==> src/sncc_pkg.sv <==
package sncc_pkg;

	localparam int HALF    = 3;
	localparam int SPAN    = 2 * HALF + 1;
	localparam int NW      = SPAN * SPAN;
	localparam int MAX_W   = 512;
	localparam int MAX_H   = 512;
	localparam int MAX_S   = 64;
	localparam int LAG_MAX = HALF * MAX_W + HALF + MAX_S - 1;
	localparam int RING    = 2 * LAG_MAX + 2;
	localparam int AW      = $clog2(RING);

	localparam logic signed [14:0] RING_S = 15'(RING);

	typedef logic [AW-1:0] addr_t;

	typedef struct packed {
		logic [9:0] width;
		logic [9:0] height;
		logic [6:0] range;
		logic       side;
	} cfg_t;

	typedef enum logic [2:0] {
		ST_IDLE,
		ST_START,
		ST_CAND,
		ST_ACC,
		ST_DRAIN,
		ST_MUL,
		ST_DONE
	} ctl_state_t;

	typedef enum logic [3:0] {
		MS_SQA,
		MS_SQB,
		MS_AB,
		MS_CABS,
		MS_SQC,
		MS_VAVB,
		MS_DEN,
		MS_X0,
		MS_X1,
		MS_X2,
		MS_X3,
		MS_Y0,
		MS_Y1,
		MS_Y2,
		MS_Y3,
		MS_CMP
	} mstep_t;

	typedef struct packed {
		logic   accept;
		logic   start;
		logic   cand_next;
		logic   tap_clear;
		logic   tap_issue;
		logic   mul_en;
		mstep_t step;
		logic   load_out;
	} ctl_cmd_t;

	typedef struct packed {
		logic emit_req;
		logic interior;
		logic cand_ok;
		logic cand_end;
		logic tap_last;
		logic out_full;
	} dp_stat_t;

	function automatic addr_t ring_wrap(input logic signed [14:0] x);
		logic signed [14:0] y;
		if (x < 15'sd0) y = x + RING_S;
		else if (x >= RING_S) y = x - RING_S;
		else y = x;
		return y[AW-1:0];
	endfunction

endpackage

==> src/sncc_ctrl.sv <==
module sncc_ctrl
	import sncc_pkg::*;
(
	input  logic     clk,
	input  logic     arst_n,
	input  logic     in_valid,
	output logic     in_stall,
	input  dp_stat_t stat,
	output ctl_cmd_t cmd
);

	ctl_state_t state_q, state_d;
	mstep_t     step_q, step_d;

	always_ff @(posedge clk or negedge arst_n) begin
		if (!arst_n) begin
			state_q <= ST_IDLE;
			step_q  <= MS_SQA;
		end else begin
			state_q <= state_d;
			step_q  <= step_d;
		end
	end

	always_comb begin
		state_d = state_q;
		step_d  = step_q;
		case (state_q)
			ST_IDLE:  if (stat.emit_req) state_d = ST_START;
			ST_START: state_d = stat.interior ? ST_CAND : ST_DONE;
			ST_CAND: begin
				if (stat.cand_end) state_d = ST_DONE;
				else if (stat.cand_ok) state_d = ST_ACC;
			end
			ST_ACC:   if (stat.tap_last) state_d = ST_DRAIN;
			ST_DRAIN: begin
				state_d = ST_MUL;
				step_d  = MS_SQA;
			end
			ST_MUL: begin
				if (step_q == MS_CMP) state_d = ST_CAND;
				else step_d = mstep_t'(step_q + 4'd1);
			end
			ST_DONE:  if (!stat.out_full) state_d = ST_IDLE;
			default:  state_d = ST_IDLE;
		endcase
	end

	always_comb begin
		cmd      = '0;
		cmd.step = step_q;
		in_stall = 1'b1;
		case (state_q)
			ST_IDLE: begin
				in_stall   = stat.emit_req;
				cmd.accept = in_valid & ~stat.emit_req;
			end
			ST_START: cmd.start = 1'b1;
			ST_CAND: begin
				if (!stat.cand_end) begin
					if (stat.cand_ok) cmd.tap_clear = 1'b1;
					else cmd.cand_next = 1'b1;
				end
			end
			ST_ACC:   cmd.tap_issue = 1'b1;
			ST_DRAIN: cmd.mul_en = 1'b0;
			ST_MUL: begin
				cmd.mul_en = 1'b1;
				if (step_q == MS_CMP) cmd.cand_next = 1'b1;
			end
			ST_DONE:  cmd.load_out = ~stat.out_full;
			default:  cmd = '0;
		endcase
	end

endmodule

==> config.mk <==
export PLATFORM = sky130hd
export DESIGN_NAME = sncc_ctrl
export DESIGN_NICKNAME = d
export VERILOG_FILES = /design/src/sncc_pkg.sv /design/src/sncc_ctrl.sv
export SDC_FILE = /design/constraint.sdc
export NUM_CORES = 1
export LEC_CHECK = 0
export BUFFER_PORTS_ARGS = -buffer_cell sky130_fd_sc_hd__clkbuf_2
export CAP_MARGIN = 20
export CELL_PAD_IN_SITES_DETAIL_PLACEMENT = 0
export CELL_PAD_IN_SITES_GLOBAL_PLACEMENT = 2
export CORE_ASPECT_RATIO = 0.8
export CORE_UTILIZATION = 25
export CTS_CLUSTER_SIZE = 20
export DETAILED_ROUTE_END_ITERATION = 8
export PLACE_DENSITY = 0.85
export SYNTH_ARGS = -nofsm -noshare
export SYNTH_HDL_FRONTEND = slang
export SYNTH_SLANG_ARGS = --single-unit
==> constraint.sdc <==
create_clock -name clk -period 2.2 [get_ports clk]
set_clock_uncertainty 0.05 [all_clocks]
set_input_delay 0.11 -clock clk [delete_from_list [all_inputs] [get_ports clk]]
set_output_delay 0.11 -clock clk [all_outputs]
set_load 0.03 [all_outputs]
# [Yosys cells after proc, flatten, opt, wreduce, memory -nomap -nowiden]
# Cells that the tools add are included.
[totals] ff_bits=7 out_inout_bits=12 word_cells=47
[op_classes] mux=23 n_addsub=1 n_reduce_logical=5 eq_ne=13 n_bitwise=3
[op_table] op="3-bit two-way mux" count=7
[op_table] op="3-bit case mux with 7 select lines" count=1
[op_table] op="1-bit two-way mux" count=10
[op_table] op="2-bit inequality test, second input constant" count=5
[op_table] op="3-bit equality test, second input constant" count=3
[op_table] op="4-bit two-way mux" count=2
[op_table] op="4-bit case mux with 2 select lines" count=1
[op_table] op="7-bit OR reduction" count=1
[op_table] op="3-bit by 2-bit equality test with 1-bit output, second input constant" count=2
[op_table] op="5-bit AND reduction" count=1
[op_table] op="4-bit by 1-bit adder with 4-bit output, second input constant" count=1
[op_table] op="4-bit equality test, second input constant" count=1
[op_table] op="3-bit by 1-bit equality test with 1-bit output, second input constant" count=1
[op_table] op="3-bit zero test" count=1
[op_table] op="3-bit inequality test, second input constant" count=1
[op_table] op="2-bit two-way mux" count=1
[op_table] op="1-bit inverter" count=2
[op_table] op="1-bit case mux with 2 select lines" count=1
[op_table] op="2-bit AND reduction" count=1
[op_table] op="2-bit nonzero test" count=1
[op_table] op="1-bit bitwise AND" count=1

# [Longest topological paths before layout]
[logic_depth] word_depth=3 ltp_mapped=6 ltp_nobuf=5

# [Worst setup path before layout]
# No wires, ideal clock.
[synth_path] path_type="reg-to-output" from="register state_q[2]" to="output port cmd[7] (netlist name)" t_arrival_ps=1706 path_stages_with_launch=3 path_slack_ps=334 required_time_ps=2040 path_cell_list="dfrtp_1 -> clkbuf_1 -> nor4b_1"
[synth_lines] item="start, declared" line_no="sncc_ctrl.sv:12" source="ctl_state_t state_q, state_d;"
[synth_lines] item="start signal, assigned" line_no="sncc_ctrl.sv:20" source="state_q <= state_d;"
[synth_lines] item="end, declared" line_no="sncc_ctrl.sv:9" source="output ctl_cmd_t cmd"

==> summary.md <==
| Metric | Value |
|---|---|
| CP required | 2040 ps |
| Worst VDD drop | ~410 µV |
| Pwr dens | approximately 1300 nW/µm² |
| Met2 Wirelength | about 500 µm |
| Initial antenna violation count | 0 |
| Slew headroom | 69.8% |
| Fin crit share | 86.2% |
| Register area share after synthesis | between 30% and 40% |
| Synth Cell Area | about 520 µm² |
| Static leakage | roughly 0.00035 µW |
| Detail Route met3 WL | ~60 µm |
| RSZ-0062 raised after global routing | no |
| IO buf count | 20 |
| Most common cell after layout, fill and taps aside | clkbuf_2 |
| Final Setup Violations | 0 |
| Top post-synthesis cells by area | dfrtp_1 34%, nand3_1 5.8%, mux2_4 5.8%, nand2_1 5.1%, and2_1 4.8% |
| Final Slew Violations | 0 |
| Critical Path, Cell by Cell | or4_4 > o21ai_0 > clkbuf_2 |
| Later-pin clock latency in the skew report | approximately 250 ps |
| Nets | 95 |
| Die span in y | ~43 µm |
| Placer Congestion | around 0.76 |
| Antenna cell count | 0 |
| GRT Overall Usage | approximately an eighth |
| Warnings from Yosys | 0 |
| Die W | 53.0 µm |
| Initial Utilization | a little over a quarter |
| Worst Path Buf+Inv | 1 |
| Final Critical Period | around 1900 ps |
| R2R setup slack | between 400 and 500 ps |
| Worst R2R Path Depth | 3 |
| DRC viols | 0 |
| TritonCTS Buffers | 3 |
| DRT iter0 DRCs | 12 |
| Arr. time, crit path | 1740 ps |
| Crit path max-delay cell type | or4_4 |
| Largest net degree at the start of global routing | 18 |
| F_max | 528 MHz |
| Status | completed |
| Core area | ~1900 µm² |
| HP Class | in -> reg |
| Clock transition at path regs | about 50 ps |
| Antenna Nets Post-Route | 0 |
| Max layer used | met3 |
| Die footprint | 2260 µm² |
| Total setup buffers inserted after CTS | 0 |
| Number of vias in the routed layout | ~490 |
| Area post-placement | between 600 and 700 µm² |
| Critical R2R Launch | state_q[2] |
| Vias in the first global route | 443 |
| Setup TNS | 0 ps |
| CTS H-tree lvls | 1 |
| Avg Inst Size Synth | roughly 8.5 µm² |
| Reg-to-Reg End | state_q[1] |
| First-pass GRT wire length | 1.93 mm |
| Post-synthesis net count | 71 |
| Post-DP HPWL | a little over 900 µm |
| Total global routing overflow | 0 |
| Cell depth of the worst setup path | 3 |
| FF+latch count, synth | 7 |
| Worst setup startpoint | state_q[2] |
| Sink Count | 7 |
| Largest delay share family, worst path | simple AND/OR/NAND/NOR gates |
| Final wirelength | around 1.2 mm |
| Max-capacitance violation count | 0 |
| CP Class | reg -> out |
| Most frequent cells in the layout | 20 x clkbuf_2, 7 x nand2_1, 7 x dfrtp_1 |
| Proportion of layout cells with a drive suffix above 1 | 34.5% |
| Post-Synthesis Cells | between 60 and 70 |
| DR vias/cell | ~4.5 |
| Maximum fanout along the worst path | 17 |
| Total iterations of the first detailed-routing run | 4 |
| Slowest stage delay, CP | approximately 600 ps |
| Final Cell Area | 671 µm² |
| CTS tree | done |
| Worst slew pin tran | about 450 ps |
| Area Overhead vs Synth | 29.2% |
| Critical Path Sink | cmd[8] |
| Row count | 14 |
| Crit. End Element | primary output |
| CTS Buffer Depth | 2 |
| Final hold vios | 0 |
| Routed len/inst | 11.0 µm |
| Root Buffer | clkbuf_4 |
| Post-synthesis cell type count | 27 |
| Crit start category | flop |
| Synth area leader | dfrtp_1 |
| I/O pin cnt | 21 |
| Yosys top cell area share | 33.7% |
| Met1 Wirelength | approximately 630 µm |
synthesized netlist by cell type, drive strengths merged:
| cell | instances |
|---|---|
| buf | 1 |
| o21a | 1 |
| nand2 | 7 |
| nand3b | 1 |
| or2b | 1 |
| inv | 2 |
| ha | 1 |
| nor4b | 1 |
| mux2i | 2 |
| nand2b | 1 |
| a21oi | 2 |
| or4 | 1 |
| and4 | 1 |
| nor3b | 1 |
| nor2 | 5 |
| dfrtp | 7 |
| o21ai | 7 |
| nand3 | 6 |
| mux2 | 2 |
| or3 | 1 |
| and2 | 4 |
| nor3 | 1 |
| xor2 | 1 |
| clkbuf | 1 |
| and3 | 3 |
worst min-delay path, stage by stage:
cell and delay (ps):
clkbuf_2 110, o21ai_0 70, nand2_1 60, mux2i_1 60
layer usage:
metal / global-route usage, % / up-vias
met5: 0 / -
met4: 6.32 / 0
met3: 2.15 / 0
met2: 16.2 / 18
met1: 17.1 / 207
li1: - / 264
flip-flops by register name (all words and copies together) (netlist names):
| name | cells |
|---|---|
| state_q | 3 |
| step_q | 4 |
repair_timing:
action	in CTS	in global routing
endpoints found under the hold margin	7	0
gates resized for setup	0	0
hold buffers	1	0
through the flow:
stage | util, % | setup slack (ps) | hold WS (ps) | cells | total power, µW
floorplan | - | 334 | -236 | 61 | 681
global placement | 33.2 | 448 | -96.1 | 103 | 783
detailed placement | 33.2 | 433 | -93.9 | 103 | 787
CTS | 35.1 | 298 | 161 | 108 | 906
global route | 35.1 | 245 | 216 | 108 | 975
finish | 35.1 | 305 | 166 | 108 | 897
logic make-up after synthesis:
logic type / count (synthesis) / share of synthesized area [%]
XOR/XNOR: 1 / 1.69
buffers and inverters: 4 / 4.34
adder cells (fa/ha/maj): 1 / 2.41
multiplexers: 4 / 9.64
AND/OR/NAND/NOR: 34 / 38.1
AO/OA/AOI/OAI: 10 / 10.1
flip-flops: 7 / 33.7
power by group:
group | leakage (µW) | total (µW) | switching [µW] | internal [µW]
combinational | 0.000245 | 503 | 277 | 227
clock | 0.0000150 | 116 | 46.7 | 69.2
sequential | 0.0000909 | 278 | 104 | 174
final cells by class:
class	instances	area, µm²
sequential	7	175
multi-input combinational	50	322
timing repair buffer	21	110
clock buffer	4	26.3
tap	24	30.0
fill	199	1240
inverter	2	7.51
worst min path at each step:
| stage | from | to | depth (start not counted) |
|---|---|---|---|
| 2_1_floorplan | arst_n | state_q[0] | 0 |
| 4_1_cts | stat[2] | state_q[0] | 4 |
| 5_1_grt | arst_n | step_q[2] | 2 |
| 6_report | stat[2] | state_q[0] | 4 |
| 3_3_place_gp | arst_n | step_q[2] | 1 |
| 3_5_place_dp | arst_n | step_q[2] | 1 |
Power figures use the tool's default switching activity.
